$ cat config.mk
export PLATFORM = sky130hd
export DESIGN_NAME = copy_batch_flush_policy_flat
export DESIGN_NICKNAME = d
export VERILOG_FILES = /design/src/rtl/cbf_pkg.sv /design/src/rtl/cbf_in_if.sv /design/src/rtl/cbf_out_if.sv /design/src/rtl/cbf_regs.sv /design/src/rtl/cbf_decide.sv /design/src/rtl/copy_batch_flush_policy.sv /design/src/flat_wrapper.sv
export SDC_FILE = /design/constraint.sdc
export NUM_CORES = 1
export LEC_CHECK = 0
export BUFFER_PORTS_ARGS = -buffer_cell sky130_fd_sc_hd__buf_2
export CAP_MARGIN = 40
export CORE_AREA = 4 4 265 267
export CTS_CLUSTER_SIZE = 12
export DETAILED_ROUTE_END_ITERATION = 8
export DIE_AREA = 0 0 269 271
export HOLD_SLACK_MARGIN = 0.06
export PLACE_DENSITY_LB_ADDON = 0.2
export REMOVE_ABC_BUFFERS = 1
export SYNTH_ARGS = -nofsm -noshare
export SYNTH_HDL_FRONTEND = slang
export SYNTH_SLANG_ARGS = --single-unit
export TNS_END_PERCENT = 10
$ cat constraint.sdc
create_clock -name i_clk -period 12.1 [get_ports i_clk]
set_input_delay 1.815 -clock i_clk [delete_from_list [all_inputs] [get_ports i_clk]]
set_output_delay 1.815 -clock i_clk [all_outputs]
set_load 0.02 [all_outputs]
$ cat src/rtl/cbf_pkg.sv
`default_nettype none
package cbf_pkg;

    localparam int CNT_W   = 17;
    localparam int BYTES_W = 36;
    localparam int AGE_W   = 16;
    localparam int SIZE_W  = 32;
    localparam int OPL_W   = 16;
    localparam int ACT_W   = 2;
    localparam int CAUSE_W = 3;
    localparam int APB_DW  = 64;
    localparam int APB_AW  = 6;
    localparam int IDX_W   = 3;

    localparam logic [ACT_W-1:0] ACT_COPY = 2'd0;
    localparam logic [ACT_W-1:0] ACT_TICK = 2'd1;
    localparam logic [ACT_W-1:0] ACT_END  = 2'd2;

    localparam logic [CAUSE_W-1:0] CAUSE_NONE    = 3'd0;
    localparam logic [CAUSE_W-1:0] CAUSE_SAFETY  = 3'd1;
    localparam logic [CAUSE_W-1:0] CAUSE_OPS     = 3'd2;
    localparam logic [CAUSE_W-1:0] CAUSE_BYTES   = 3'd3;
    localparam logic [CAUSE_W-1:0] CAUSE_LARGE   = 3'd4;
    localparam logic [CAUSE_W-1:0] CAUSE_TIMEOUT = 3'd5;
    localparam logic [CAUSE_W-1:0] CAUSE_END     = 3'd6;

    localparam logic [IDX_W-1:0] REG_SMALL_LIMIT  = 3'd0;
    localparam logic [IDX_W-1:0] REG_MEDIUM_LIMIT = 3'd1;
    localparam logic [IDX_W-1:0] REG_OP_LIMIT     = 3'd2;
    localparam logic [IDX_W-1:0] REG_BYTE_LIMIT   = 3'd3;
    localparam logic [IDX_W-1:0] REG_TIMEOUT      = 3'd4;

    localparam logic [SIZE_W-1:0]  RST_SMALL_LIMIT  = 32'd65536;
    localparam logic [SIZE_W-1:0]  RST_MEDIUM_LIMIT = 32'd1048576;
    localparam logic [OPL_W-1:0]   RST_OP_LIMIT     = 16'd256;
    localparam logic [BYTES_W-1:0] RST_BYTE_LIMIT   = 36'd16777216;
    localparam logic [AGE_W-1:0]   RST_TIMEOUT      = 16'd200;

    localparam logic [CNT_W-1:0]   CNT_MAX   = {CNT_W{1'b1}};
    localparam logic [BYTES_W-1:0] BYTES_MAX = {BYTES_W{1'b1}};
    localparam logic [AGE_W-1:0]   AGE_MAX   = {AGE_W{1'b1}};

    typedef struct packed {
        logic [SIZE_W-1:0]  small_limit;
        logic [SIZE_W-1:0]  medium_limit;
        logic [OPL_W-1:0]   op_limit;
        logic [BYTES_W-1:0] byte_limit;
        logic [AGE_W-1:0]   timeout_ticks;
    } t_cfg;

    typedef struct packed {
        logic [CNT_W-1:0]   count;
        logic [BYTES_W-1:0] bytes;
        logic [AGE_W-1:0]   age;
    } t_state;

    typedef struct packed {
        logic               has_result;
        logic [CAUSE_W-1:0] cause;
        logic [CNT_W-1:0]   flushed_ops;
        logic [BYTES_W-1:0] flushed_bytes;
        t_state             next;
    } t_step;

endpackage
`default_nettype wire

$ cat src/rtl/cbf_in_if.sv
`default_nettype none
interface cbf_in_if;
    import cbf_pkg::*;

    logic               valid;
    logic               ready;
    logic [ACT_W-1:0]   action;
    logic [BYTES_W-1:0] copy_bytes;

    modport source (output valid, output action, output copy_bytes, input ready);
    modport sink   (input valid, input action, input copy_bytes, output ready);
endinterface
`default_nettype wire

$ cat src/rtl/cbf_out_if.sv
`default_nettype none
interface cbf_out_if;
    import cbf_pkg::*;

    logic               valid;
    logic               ready;
    logic               flushed;
    logic [CAUSE_W-1:0] flush_cause;
    logic [CNT_W-1:0]   flushed_ops;
    logic [BYTES_W-1:0] flushed_bytes;
    logic [CNT_W-1:0]   pending_after;
    logic [BYTES_W-1:0] bytes_after;

    modport source (output valid, output flushed, output flush_cause, output flushed_ops,
                    output flushed_bytes, output pending_after, output bytes_after,
                    input ready);
    modport sink   (input valid, input flushed, input flush_cause, input flushed_ops,
                    input flushed_bytes, input pending_after, input bytes_after,
                    output ready);
endinterface
`default_nettype wire

$ cat src/rtl/cbf_regs.sv
`default_nettype none
module cbf_regs (
    input  wire logic                       i_clk,
    input  wire logic                       i_rst_n,
    input  wire logic                       psel,
    input  wire logic                       penable,
    input  wire logic                       pwrite,
    input  wire logic [cbf_pkg::APB_AW-1:0] paddr,
    input  wire logic [cbf_pkg::APB_DW-1:0] pwdata,
    output logic      [cbf_pkg::APB_DW-1:0] prdata,
    output logic                            pready,
    output cbf_pkg::t_cfg                   o_cfg
);
    import cbf_pkg::*;

    t_cfg             r_cfg;
    logic [IDX_W-1:0] idx;
    logic             wr;

    assign idx    = paddr[APB_AW-1:APB_AW-IDX_W];
    assign wr     = psel && penable && pwrite;
    assign pready = 1'b1;
    assign o_cfg  = r_cfg;

    always_ff @(posedge i_clk) begin
        if (!i_rst_n) begin
            r_cfg.small_limit   <= RST_SMALL_LIMIT;
            r_cfg.medium_limit  <= RST_MEDIUM_LIMIT;
            r_cfg.op_limit      <= RST_OP_LIMIT;
            r_cfg.byte_limit    <= RST_BYTE_LIMIT;
            r_cfg.timeout_ticks <= RST_TIMEOUT;
        end else if (wr) begin
            unique case (idx)
                REG_SMALL_LIMIT:  r_cfg.small_limit   <= pwdata[SIZE_W-1:0];
                REG_MEDIUM_LIMIT: r_cfg.medium_limit  <= pwdata[SIZE_W-1:0];
                REG_OP_LIMIT:     r_cfg.op_limit      <= pwdata[OPL_W-1:0];
                REG_BYTE_LIMIT:   r_cfg.byte_limit    <= pwdata[BYTES_W-1:0];
                REG_TIMEOUT:      r_cfg.timeout_ticks <= pwdata[AGE_W-1:0];
                default: ;
            endcase
        end
    end

    always_comb begin
        unique case (idx)
            REG_SMALL_LIMIT:  prdata = {{(APB_DW-SIZE_W){1'b0}}, r_cfg.small_limit};
            REG_MEDIUM_LIMIT: prdata = {{(APB_DW-SIZE_W){1'b0}}, r_cfg.medium_limit};
            REG_OP_LIMIT:     prdata = {{(APB_DW-OPL_W){1'b0}}, r_cfg.op_limit};
            REG_BYTE_LIMIT:   prdata = {{(APB_DW-BYTES_W){1'b0}}, r_cfg.byte_limit};
            REG_TIMEOUT:      prdata = {{(APB_DW-AGE_W){1'b0}}, r_cfg.timeout_ticks};
            default:          prdata = '0;
        endcase
    end
endmodule
`default_nettype wire

$ cat src/rtl/cbf_decide.sv
`default_nettype none
module cbf_decide (
    input  wire cbf_pkg::t_cfg               i_cfg,
    input  wire cbf_pkg::t_state             i_state,
    input  wire logic [cbf_pkg::ACT_W-1:0]   i_action,
    input  wire logic [cbf_pkg::BYTES_W-1:0] i_copy_bytes,
    output cbf_pkg::t_step                   o_step
);
    import cbf_pkg::*;

    logic               is_copy;
    logic               is_end;
    logic               is_tick;
    logic [BYTES_W:0]   sum;
    logic [BYTES_W:0]   sum_sat_in;
    logic [BYTES_W-1:0] sum_sat;
    logic               over_bytes;
    logic               is_small;
    logic               is_medium;
    logic               any_pending;
    logic [CNT_W-1:0]   safety_lim;
    logic [CNT_W-1:0]   ops_small;
    logic [CNT_W-1:0]   ops_medium;
    logic               timed_out;
    logic [CAUSE_W-1:0] copy_cause;
    logic               copy_flush;
    logic [CNT_W-1:0]   base_count;

    assign is_copy     = (i_action == ACT_COPY) && (i_copy_bytes != '0);
    assign is_end      = (i_action == ACT_END);
    assign is_tick     = (i_action == ACT_TICK);
    assign any_pending = (i_state.count != '0);
    assign sum         = {1'b0, i_state.bytes} + {1'b0, i_copy_bytes};
    assign sum_sat_in  = sum;
    assign sum_sat     = sum_sat_in[BYTES_W] ? BYTES_MAX : sum_sat_in[BYTES_W-1:0];
    assign over_bytes  = sum > {1'b0, i_cfg.byte_limit};
    assign is_small    = i_copy_bytes < {{(BYTES_W-SIZE_W){1'b0}}, i_cfg.small_limit};
    assign is_medium   = i_copy_bytes < {{(BYTES_W-SIZE_W){1'b0}}, i_cfg.medium_limit};
    assign safety_lim  = {i_cfg.op_limit, 1'b0};
    assign ops_small   = {{(CNT_W-OPL_W){1'b0}}, i_cfg.op_limit};
    assign ops_medium  = {{(CNT_W-OPL_W+2){1'b0}}, i_cfg.op_limit[OPL_W-1:2]};
    assign timed_out   = (i_cfg.timeout_ticks != '0) && (i_state.age >= i_cfg.timeout_ticks);

    always_comb begin
        if (!any_pending) begin
            copy_cause = CAUSE_NONE;
        end else if (i_state.count >= safety_lim) begin
            copy_cause = CAUSE_SAFETY;
        end else if (is_small && (i_state.count >= ops_small)) begin
            copy_cause = CAUSE_OPS;
        end else if (!is_small && is_medium && (i_state.count >= ops_medium)) begin
            copy_cause = CAUSE_OPS;
        end else if ((is_small || is_medium) && over_bytes) begin
            copy_cause = CAUSE_BYTES;
        end else if (!is_small && !is_medium) begin
            copy_cause = CAUSE_LARGE;
        end else if (timed_out) begin
            copy_cause = CAUSE_TIMEOUT;
        end else begin
            copy_cause = CAUSE_NONE;
        end
    end

    assign copy_flush = (copy_cause != CAUSE_NONE);
    assign base_count = copy_flush ? '0 : i_state.count;

    always_comb begin
        o_step.has_result    = is_copy || is_end;
        o_step.cause         = CAUSE_NONE;
        o_step.flushed_ops   = '0;
        o_step.flushed_bytes = '0;
        o_step.next          = i_state;
        if (is_copy) begin
            o_step.cause = copy_cause;
            if (copy_flush) begin
                o_step.flushed_ops   = i_state.count;
                o_step.flushed_bytes = i_state.bytes;
                o_step.next.bytes    = i_copy_bytes;
            end else begin
                o_step.next.bytes    = sum_sat;
            end
            o_step.next.count = (base_count == CNT_MAX) ? base_count : base_count + 1'b1;
            if (base_count == '0) begin
                o_step.next.age = '0;
            end
        end else if (is_end) begin
            if (any_pending) begin
                o_step.cause         = CAUSE_END;
                o_step.flushed_ops   = i_state.count;
                o_step.flushed_bytes = i_state.bytes;
                o_step.next          = '0;
            end
        end else if (is_tick) begin
            if (i_state.age != AGE_MAX) begin
                o_step.next.age = i_state.age + 1'b1;
            end
        end
    end
endmodule
`default_nettype wire

$ cat src/rtl/copy_batch_flush_policy.sv
`default_nettype none
// Copy batch flush policy: takes copy, tick and end-of-request transfers and
// reports for each nonzero copy and each end item whether the pending batch was
// submitted, why, and what remains pending. One transfer is accepted per cycle;
// each result appears in the output register the cycle after its item and the
// input stalls only while that register holds a result not yet taken. Ticks,
// zero-byte copies and action code 3 give no result. The user must set limits
// over APB (64-bit data, reg i at byte address 8*i) only when idle, unenforced.
module copy_batch_flush_policy (
    input  wire logic                       i_clk,
    input  wire logic                       i_rst_n,
    input  wire logic                       psel,
    input  wire logic                       penable,
    input  wire logic                       pwrite,
    input  wire logic [cbf_pkg::APB_AW-1:0] paddr,
    input  wire logic [cbf_pkg::APB_DW-1:0] pwdata,
    output logic      [cbf_pkg::APB_DW-1:0] prdata,
    output logic                            pready,
    cbf_in_if.sink                          i_in,
    cbf_out_if.source                       o_out
);
    import cbf_pkg::*;

    t_cfg               cfg;
    t_step              step;
    t_state             r_state;
    logic               accept;
    logic               r_out_valid;
    logic               r_flushed;
    logic [CAUSE_W-1:0] r_cause;
    logic [CNT_W-1:0]   r_flushed_ops;
    logic [BYTES_W-1:0] r_flushed_bytes;
    logic [CNT_W-1:0]   r_pending_after;
    logic [BYTES_W-1:0] r_bytes_after;

    cbf_regs u_regs (
        .i_clk   (i_clk),
        .i_rst_n (i_rst_n),
        .psel    (psel),
        .penable (penable),
        .pwrite  (pwrite),
        .paddr   (paddr),
        .pwdata  (pwdata),
        .prdata  (prdata),
        .pready  (pready),
        .o_cfg   (cfg)
    );

    cbf_decide u_decide (
        .i_cfg        (cfg),
        .i_state      (r_state),
        .i_action     (i_in.action),
        .i_copy_bytes (i_in.copy_bytes),
        .o_step       (step)
    );

    assign i_in.ready = !r_out_valid || o_out.ready;
    assign accept     = i_in.valid && i_in.ready;

    always_ff @(posedge i_clk) begin
        if (!i_rst_n) begin
            r_state     <= '0;
            r_out_valid <= 1'b0;
        end else begin
            if (accept) begin
                r_state <= step.next;
            end
            if (accept && step.has_result) begin
                r_out_valid <= 1'b1;
            end else if (o_out.ready) begin
                r_out_valid <= 1'b0;
            end
        end
    end

    always_ff @(posedge i_clk) begin
        if (accept && step.has_result) begin
            r_flushed       <= (step.cause != CAUSE_NONE);
            r_cause         <= step.cause;
            r_flushed_ops   <= step.flushed_ops;
            r_flushed_bytes <= step.flushed_bytes;
            r_pending_after <= step.next.count;
            r_bytes_after   <= step.next.bytes;
        end
    end

    assign o_out.valid         = r_out_valid;
    assign o_out.flushed       = r_flushed;
    assign o_out.flush_cause   = r_cause;
    assign o_out.flushed_ops   = r_flushed_ops;
    assign o_out.flushed_bytes = r_flushed_bytes;
    assign o_out.pending_after = r_pending_after;
    assign o_out.bytes_after   = r_bytes_after;

    a_flush_resets_batch: assert property (@(posedge i_clk) disable iff (!i_rst_n)
        accept && step.has_result && (step.cause != CAUSE_NONE)
        |=> (r_state.count <= 1) && (r_state.age == '0))
        else $error("batch not restarted after flush");

    a_tick_keeps_batch: assert property (@(posedge i_clk) disable iff (!i_rst_n)
        accept && (i_in.action == ACT_TICK)
        |=> $stable(r_state.count) && $stable(r_state.bytes))
        else $error("tick changed pending batch");

    a_result_matches_state: assert property (@(posedge i_clk) disable iff (!i_rst_n)
        accept && step.has_result
        |=> (o_out.pending_after == r_state.count) && (o_out.bytes_after == r_state.bytes))
        else $error("result does not match pending state");

    a_stall_blocks_input: assert property (@(posedge i_clk) disable iff (!i_rst_n)
        r_out_valid && !o_out.ready |-> !i_in.ready)
        else $error("input accepted over a waiting result");
endmodule
`default_nettype wire
$ cat src/flat_wrapper.sv
// flat-port wrapper written by rule: the top's interface ports become plain ports
module copy_batch_flush_policy_flat import cbf_pkg::*;
  (i_clk, i_rst_n, psel, penable, pwrite, paddr, pwdata, prdata, pready, i_in_valid, i_in_action, i_in_copy_bytes, i_in_ready, o_out_valid, o_out_flushed, o_out_flush_cause, o_out_flushed_ops, o_out_flushed_bytes, o_out_pending_after, o_out_bytes_after, o_out_ready);
  cbf_in_if i_in_i ();
  cbf_out_if o_out_i ();
  input  wire logic i_clk;
  input  wire logic i_rst_n;
  input  wire logic psel;
  input  wire logic penable;
  input  wire logic pwrite;
  input  wire logic [cbf_pkg::APB_AW-1:0] paddr;
  input  wire logic [cbf_pkg::APB_DW-1:0] pwdata;
  output logic      [cbf_pkg::APB_DW-1:0] prdata;
  output logic pready;
  input wire logic [$bits(i_in_i.valid)-1:0] i_in_valid;
  input wire logic [$bits(i_in_i.action)-1:0] i_in_action;
  input wire logic [$bits(i_in_i.copy_bytes)-1:0] i_in_copy_bytes;
  output wire logic [$bits(i_in_i.ready)-1:0] i_in_ready;
  output wire logic [$bits(o_out_i.valid)-1:0] o_out_valid;
  output wire logic [$bits(o_out_i.flushed)-1:0] o_out_flushed;
  output wire logic [$bits(o_out_i.flush_cause)-1:0] o_out_flush_cause;
  output wire logic [$bits(o_out_i.flushed_ops)-1:0] o_out_flushed_ops;
  output wire logic [$bits(o_out_i.flushed_bytes)-1:0] o_out_flushed_bytes;
  output wire logic [$bits(o_out_i.pending_after)-1:0] o_out_pending_after;
  output wire logic [$bits(o_out_i.bytes_after)-1:0] o_out_bytes_after;
  input wire logic [$bits(o_out_i.ready)-1:0] o_out_ready;
  assign i_in_i.valid = i_in_valid;
  assign i_in_i.action = i_in_action;
  assign i_in_i.copy_bytes = i_in_copy_bytes;
  assign i_in_ready = i_in_i.ready;
  assign o_out_valid = o_out_i.valid;
  assign o_out_flushed = o_out_i.flushed;
  assign o_out_flush_cause = o_out_i.flush_cause;
  assign o_out_flushed_ops = o_out_i.flushed_ops;
  assign o_out_flushed_bytes = o_out_i.flushed_bytes;
  assign o_out_pending_after = o_out_i.pending_after;
  assign o_out_bytes_after = o_out_i.bytes_after;
  assign o_out_i.ready = o_out_ready;
  copy_batch_flush_policy u_core (.i_clk(i_clk), .i_rst_n(i_rst_n), .psel(psel), .penable(penable), .pwrite(pwrite), .paddr(paddr), .pwdata(pwdata), .prdata(prdata), .pready(pready), .i_in(i_in_i), .o_out(o_out_i));
endmodule
==> results summary, run 1 <==
The flow ran to the end, and the final reports show no timing, DRC or antenna violations. The startpoint of the worst-slack reg-to-reg timing path is u_core.r_state[33]. The first global-routing pass estimated roughly 110 mm of wire. After global routing the overflow that remains totals 0.

Setup violations remaining at the end of the flow were counted as 0. The first-pass iteration count of the detailed router is 5. The final critical-path share of the clock period is between 70% and 80%.

The worst reg2reg path depth is 27. In the layout the commonest cells are 442 x nand2_1, 231 x buf_2, 202 x dfxtp_1, 199 x ha_1, 155 x inv_1. Input and output buffers added on the ports amount to approximately 230.

The flip-flop and latch count after synthesis is about 310. The die outline area is roughly 0.073 sq mm. For this configuration, the core starts out at a cell density of ~30%. The clock skew is about 22 ps. The maximum root-to-sink buffer count is 3.

The clock latency on the worst-skew pair came out at 570 ps. Measured along the y axis, the die boundary spans between 200 and 300 um. The largest incremental delay on the critical path is between 500 and 600 ps. The maximum number of pins on one net before global-route repair is slightly above 80. In this run the remaining antenna-violating nets after routing total 0. The most area-hungry cell type in the Yosys netlist is dfxtp_1. The global routing usage summed across all routing layers came out at a little under 20%. The worst hold-check path type is reg -> reg.

The most numerous cell type found on the critical path is and3_1. The final setup slack of the worst path is roughly 3400 ps. The number of gates resized after CTS came out at 0. The total clock buffers created by CTS came out at 37. The clock drives around 310 sinks. The slowest stage of the critical path belongs to the cell or4_1.

The depth of the worst hold-timing path came out at 2. The data required time at the worst endpoint came out at around 13,000 ps. The worst-case hold slack came out at 464 ps. From left edge to right edge, the die measures between 200 and 300 um. In the final routed layout, each cell accounts on average for between 20 and 25 um. The arrival time reported for the critical path endpoint is between 9000 and 10,000 ps. Summed over all cells, the static leakage comes to 9.05 nW.

Combinational logic is responsible for around a fifth of the overall power. The worst setup path is of the in -> reg kind. The switching part of the total came out at between 30 and 40%.

The sequential cell area fraction in the yosys report came out at a little over a third. Setup slack on the worst reg-to-reg path comes out at about 4400 ps. The clock-pin slew of the registers on the worst-case setup and hold paths is approximately 60 ps.

Leaving out fill and tap cells, the most frequent cell in the layout is nand2_1. The switching power total came out at about 0.86 mW. The global placer's final weighted congestion came out at around 0.9. Setup total negative slack on the finished layout was measured at 0 ps.

The worst register-to-register path ends at u_core.o_out.pending_after[14]. In this run the post-CTS setup repair buffer count came out at 0. The overall routed net length is between 70 and 80 mm. The post-synthesis instance total came out at about 2,400. The termination of the worst setup path is u_core.o_out.pending_after[14]. STA classifies the critical path endpoint as a flop. The final max-slew violation count came out at 0. The final route contains about 19,000 vias. The quantity of hold-fixing buffers added after cts came out at 0. The max-cap check violation count came out at 0. Registers are responsible for between 40% and 50% of the overall power. The placed instance count came out at between 3,000 and 4,000. The tightest slew margin relative to the limit is between 30% and 40%. The remaining routing DRC violations is 0. The area of the core region is around 0.068 sq mm. The number of hold violations in the final report is 0.

The count of flip-flops with a built-in enable after synthesis came out at 110. The net count of the finished layout is ~2,900. Timing would allow up to around 110 MHz. The number of standard-cell rows in the floorplan is between 90 and 100. Tracing the worst setup path back leads to its startpoint at i_in_copy_bytes[3]. After the first detailed-routing iteration, the DRC count stood at roughly 1,400. Timing analysis after detailed placement gives a worst setup slack of 2850 ps. Dividing the detail-routed via count by the number of cells gives between 5 and 6. The estimated wirelength of the detail-placed design came out at 55.6 mm. The area overhead of the layout relative to synthesis is 16.3%. The top-level I/O count is 292. Setup repair after global routing left no endpoint under its margin.

The actual slew at the worst max-slew pin is roughly 960 ps. The average instance area after synthesis came out at roughly 8.4 sq um. The number of distinct library cells after synthesis is 80.

The category of the worst setup path launch point is a primary input. The share of power burned in the clock network came out at roughly two fifths. Yosys attributes the largest share of cell area to dfxtp_1 20%, edfxtp_1 16%, ha_1 12%. The post-synth design cell area came out at 0.0202 sq mm.

The total of warnings raised by yosys is 0. The H-tree depth is 2. The proportion of netlist area held by the largest area contributor is between 20% and 30%. The master cell of the clock root buffer is clkbuf_16. Cells with a size suffix above 1 make up about 14% of the layout. For this design the ratio of total power to cell area is 120 mW/mm^2. In the synthesized netlist the dominant register cell turns out to be dfxtp_1. The number of global-route vias before repair came out at 17,800. The final cell count without fillers came out at between 3,000 and 4,000. The share of flip-flops with an asynchronous set or reset came out at 0%.

The number of antenna violations at the first check in global routing is 13. The internal power contribution came out at 1.96 mW. The maximum fanout along the worst path came out at 16. The minimum clock period after layout came out at between 8000 and 9000 ps. The number of fill cells came out at around 7,000. The TritonCTS clock tree is yes. The worst-case IR drop observed on VDD is just over 0.0001 V.
synth_stat cells, drive strengths merged, types with 64 or more instances:
library cell  number
nand2            442
dfxtp            202
ha               199
inv              156
o21ai            151
a21boi           145
clkbuf           121
edfxtp           110
a21oi             90
nor2              88
nand3             70
a31oi             64
per-layer routing:
layer / wire length, um / GRT usage, % / part of all wire, %
met3: 5350 / 3.69 / 7.2
met1: 32700 / 26.6 / 44
met2: 34200 / 31.8 / 46
met4: 2040 / 6.19 / 2.7
met5: 53 / 0 / 0.071
critical path: cells and delay by family:
family | cells | cell delay [ps]
and+or+nand+nor | 13 | 3490
AOI/OAI and AO/OA | 8 | 1930
adders and majority gates | 3 | 1000
xor gates and xnor gates | 1 | 450
buffers and inverters | 3 | 310
muxes | 1 | 140
logic make-up after synthesis:
| logic type | synth area share [%] |
|---|---|
| buffers and inverters | 6.64 |
| other | 0.0372 |
| xor gates and xnor gates | 1.39 |
| AOI/OAI and AO/OA | 21.6 |
| DFF | 36.4 |
| and+or+nand+nor | 19.6 |
| muxes | 1.93 |
| adders and majority gates | 12.4 |
stage by stage:
stage	util (%)	instance area (sq um)	power (mW)
after CTS	34.5	23500	2.85
after detailed placement	32.7	22300	1.71
after global routing	34.5	23500	2.95
after floorplan	-	19500	1.49
after global placement	32.4	22100	1.69
final	34.5	23500	2.82
cell type report:
class	count	area, sq um	area share, %
multi-input combinational	1810	11700	49.8
inverter	156	586	2.49
tap	882	1100	4.70
clock inverter	10	83.8	0.357
sequential	312	7350	31.3
antenna	7	17.5	0.0745
timing repair buffer	265	1550	6.59
clock buffer	57	1110	4.74
power groups by stage:
stage / Clock (mW) / Combinational, mW / Sequential [mW]
global placement: 0 / 0.518 / 1.17
CTS: 1.16 / 0.540 / 1.15
detailed placement: 0 / 0.537 / 1.17
finish: 1.13 / 0.543 / 1.15
floorplan: 0 / 0.302 / 1.19
global route: 1.20 / 0.596 / 1.15
registers in the layout, summed over array words and instances, names as in the netlist:
register / flops
u_core.o_out.flush_cause: 3
u_core.o_out.flushed_ops: 17
u_core.o_out.bytes_after: 36
u_core.u_regs.o_cfg: 132
u_core.r_state: 69
u_core.o_out.pending_after: 17
u_core.o_out.flushed: 1
u_core.o_out.valid: 1
u_core.o_out.flushed_bytes: 36
worst min path at each step:
stage	endpoint	from	slack (ps)
detailed placement	u_core.u_regs.o_cfg[49]	u_core.u_regs.o_cfg[49]	460
global placement	u_core.u_regs.o_cfg[87]	u_core.u_regs.o_cfg[87]	460
floorplan	u_core.u_regs.o_cfg[48]	u_core.u_regs.o_cfg[48]	440
CTS	u_core.u_regs.o_cfg[49]	u_core.u_regs.o_cfg[49]	460
finish	u_core.u_regs.o_cfg[50]	u_core.u_regs.o_cfg[50]	460
global route	u_core.u_regs.o_cfg[96]	u_core.u_regs.o_cfg[96]	490
(Power assumes the default switching activity.)
==> inputs of run 2 (changes only) <==
--- a/config.mk
+++ b/config.mk
@@ -5,12 +5,13 @@
 export SDC_FILE = /design/constraint.sdc
 export NUM_CORES = 1
 export LEC_CHECK = 0
+export ABC_AREA = 1
 export BUFFER_PORTS_ARGS = -buffer_cell sky130_fd_sc_hd__buf_2
 export CAP_MARGIN = 40
-export CORE_AREA = 4 4 265 267
+export CORE_AREA = 4 4 261 263
 export CTS_CLUSTER_SIZE = 12
 export DETAILED_ROUTE_END_ITERATION = 8
-export DIE_AREA = 0 0 269 271
+export DIE_AREA = 0 0 265 267
 export HOLD_SLACK_MARGIN = 0.06
 export PLACE_DENSITY_LB_ADDON = 0.2
 export REMOVE_ABC_BUFFERS = 1
==> constraint.sdc (replaced) <==
create_clock -name i_clk -period 7.3 [get_ports i_clk]
set_input_delay 1.095 -clock i_clk [delete_from_list [all_inputs] [get_ports i_clk]]
set_output_delay 1.095 -clock i_clk [all_outputs]
set_load 0.02 [all_outputs]
==> run 2 against run 1 <==
Net effect:
- area after synthesis decreased by 3.3%
- wire length is 3.9% lower
- first-iteration DRC count up 1.9%
==> results summary, run 2 <==
The clock-pin slew of the registers on the worst-case setup and hold paths is 60 ps (about the same). The post-synth design cell area came to 0.0195 sq mm (was 0.0202 sq mm). The TritonCTS clock tree was yes (unchanged). The start point of the worst hold path is u_core.u_regs.o_cfg[129] (was u_core.u_regs.o_cfg[50]). The count of flip-flops with a built-in enable after synthesis is 110 (unchanged). The number of buffer cells added on primary ports is 231 (unchanged). The final critical-path share of the clock period came out at roughly nine tenths. The setup slack of the most critical reg-to-reg path is 1030 ps (was 4440 ps). The initial cell density of the core came to 29.8% (was 29.7%). The number of global-route vias before repair is 17,800 (about the same).

The number of nets still failing antenna checks after routing is 0 (unchanged). The total of warnings raised by yosys is 0 (unchanged). The die outline area is 0.0708 sq mm (was 0.0729 sq mm). The minimum clock period after layout came out at roughly 6600 ps. The kind of critical path is in -> reg (unchanged).

The post-synthesis instance total is 2,501 (was 2,415). The commonest non-fill, non-tap cell in the layout was inv_1 (was nand2_1). The estimated wirelength of the detail-placed design came out at 53.9 mm (was 55.6 mm). The most area-hungry cell type in the Yosys netlist is dfxtp_1 (unchanged). The overall routed net length is 71.5 mm (was 74.4 mm). The leakage power of the design came out at 10.2 nW (was 9.05 nW). The library cell with the highest instance count after synthesis is inv_1 (was nand2_1). The sequential cell area fraction in the yosys report was 37.6% (was 36.4%). The fraction of layout instances using a drive strength above 1 was 15.3% (was 13.9%). The maximum root-to-sink buffer count came to 3 (unchanged). The post-CTS setup-driven buffer insertion count came out at 0 (unchanged). The remaining routing DRC violations came out at 0 (unchanged).

The clock latency on the worst-skew pair is 590 ps (was 570 ps). The flip-flop and latch count after synthesis is 312 (unchanged). The DRC violation total after the first TritonRoute iteration is 1,409 (was 1,383). The library cell appearing most often on the critical path was nand2_1 (was and3_1). The floorplan die height came out at 267 um (was 271 um). The busiest layer in global routing is met2 (unchanged). The kind of cell adding the most delay to the critical path was simple AND/OR/NAND/NOR gates (unchanged). The area of all placed cells without fillers came out at 0.0235 sq mm (about the same). The global routing usage summed across all routing layers is 19.3% (was 19.7%). The number of hold violations in the final report is 0 (unchanged).

The area overhead of the layout relative to synthesis came out at 20.2% (was 16.3%). The global placer's final weighted congestion is 0.883 (was 0.910). The endpoint kind of the worst setup timing path was a flop (unchanged). The via total after detailed routing is 18,500 (was 18,700). The startpoint of the worst-slack reg-to-reg timing path was u_core.r_state[16] (was u_core.r_state[33]). The number of buffers and inverters on the critical path is 10 (was 3). Result of the run: finished, final reports clean (unchanged). The startpoint of the most critical setup path is i_in_copy_bytes[0] (was i_in_copy_bytes[3]). Largest cells by area after synthesis: dfxtp_1 21%, edfxtp_1 17%, ha_1 13% (was dfxtp_1 20%, edfxtp_1 16%, ha_1 12%). The x dimension of the die came out at 265 um (was 269 um).

The met1 capacity usage during global routing came out at 25.2% (was 26.6%). The setup violation total in the final timing report was 0 (unchanged). The overall power consumption came out at 5.30 mW (was 2.82 mW). The wire length of the first global-routing pass came to 107 mm (was 111 mm). Static timing analysis puts the maximum clock frequency at between 150 and 200 MHz.

The met2 demand-to-capacity share in global routing was 33.1% (was 31.8%). The worst hold-check path type was reg -> reg (unchanged). The detail-routed net length per standard cell is 19.6 um (was 21.3 um).

The master cell of the clock root buffer was clkbuf_16 (unchanged). The top-level I/O count came out at 292 (unchanged). The proportion of netlist area held by the largest area contributor was 20.7% (was 20.0%).

The number of gates resized after CTS was 0 (unchanged). Most frequent cells after synthesis: 344 x inv_1, 308 x nand2_1, 303 x a21oi_1 (was 442 x nand2_1, 202 x dfxtp_1, 199 x ha_1). The arrival time reported for the critical path endpoint came to 7100 ps (was 9150 ps). The number of antenna violations at the first check in global routing came to 19 (was 13).

The number of distinct library cells after synthesis came out at 55 (was 80). The area of the core region is 0.0656 sq mm (was 0.0681 sq mm). Unrepaired setup endpoints after global routing: false (unchanged). The category of the worst setup path launch point is a primary input (unchanged). The clock skew came out at 39.5 ps (was 22.4 ps). The net count of the finished layout is 3,063 (was 2,897). The summed negative setup slack over all endpoints came to 0 ps (unchanged). The final max-slew violation count came to 0 (unchanged).

The maximum fanout along the worst path came out at 5 (was 16). The max-cap check violation count came out at 0 (unchanged). The slowest library cell on the worst path is fa_1 (was or4_1). The total clock buffers created by CTS is 40 (was 37). The share of flip-flops with an asynchronous set or reset came to 0% (unchanged). The flip-flop count of the largest register after layout is 132 (unchanged). The maximum number of pins on one net before global-route repair came out at 99 (was 81). The actual slew at the worst max-slew pin is 900 ps (was 961 ps). The number of standard-cell rows in the floorplan came out at 94 (was 96). The data required time at the worst endpoint came out at 7760 ps (was 12,520 ps). The post-placement cell area came to 0.0220 sq mm (was 0.0223 sq mm). The quantity of hold-fixing buffers added after cts is 0 (unchanged). The H-tree depth is 2 (unchanged). The first-pass iteration count of the detailed router is 5 (unchanged). The number of sinks driven by the clock tree came to 312 (unchanged). Commonest cells after routing, fill and taps aside: 343 x inv_1, 307 x nand2_1, 302 x a21oi_1, 231 x buf_2, 222 x o21ai_0 (was 442 x nand2_1, 231 x buf_2, 202 x dfxtp_1, 199 x ha_1, 155 x inv_1). The tightest slew margin relative to the limit is 39.4% (was 35.9%). The average instance area after synthesis came out at 7.81 sq um (was 8.36 sq um). The total congestion overflow after global routing came out at 0 (unchanged). The worst supply voltage drop on vdd was 0.000139 V (was 0.000103 V). The commonest register cell after synthesis is dfxtp_1 (unchanged). The number of vias per cell came out at 5.05 (was 5.33). The total power divided by cell area is 226 mW/mm^2 (was 120 mW/mm^2). The met3 demand-to-capacity share in global routing is 3.22% (was 3.69%). The largest incremental delay on the critical path came out at 410 ps (was 590 ps).
[run 2: routing by layer]
metal | part of all wire [%] | wire length [um] | up-vias
li1 | - | - | 9090
met2 | 47 | 33900 | 518
met3 | 6.0 | 4310 | 113
met1 | 44 | 31300 | 8723
met5 | 0.11 | 78 | -
met4 | 2.6 | 1870 | 12
[run 2: worst paths after layout]
kind | to | depth (start not counted)
min | u_core.u_regs.o_cfg[129] | 2
max | u_core.r_state[62] | 41
min reg2reg | u_core.u_regs.o_cfg[129] | 2
max reg2reg | u_core.r_state[62] | 40
[run 2: final cells by class]
class,count,area [sq um]
fillers,6906,42200
multi-input cells,1733,10300
flip-flops and latches,312,7350
repair buffers,306,1890
inverters,355,1340
clock buffers,50,1120
well taps,864,1080
clock inverters,24,330
diodes,8,20.0
[run 2: stage by stage]
| stage | util, % | std cells | setup WS [ps] | hold WS (ps) |
|---|---|---|---|---|
| 3_3_place_gp | 33.3 | 3563 | 165 | 459 |
| 5_1_grt | 35.7 | 3646 | 220 | 500 |
| 6_report | 35.8 | 3652 | 656 | 484 |
| 4_1_cts | 35.7 | 3644 | 721 | 480 |
| 2_1_floorplan | - | 2400 | -1040 | 439 |
| 3_5_place_dp | 33.5 | 3570 | 137 | 472 |
[run 2: cell families (layout without fill, tap and decap cells)]
group                      Yosys count  after routing  share of synthesized area [%]
DFF                                312            312                           37.6
buffers and inverters              483            735                           10.1
other                                2             37                         0.0385
xor gates and xnor gates            44             44                           1.97
AOI/OAI and AO/OA                  722            722                           20.8
adders and majority gates          200            200                           12.9
and+or+nand+nor                    738            738                           16.6
[run 2: where the power goes]
part	internal (mW)	switching, mW	total [mW]
logic	0.404	0.790	1.19
registers	1.89	0.0581	1.95
clock network	1.32	0.844	2.16
[run 2: tightest hold or removal path: stages, from the launching register on]
cell and delay (ps):
dfxtp_1 290, inv_1 80, a21oi_1 60
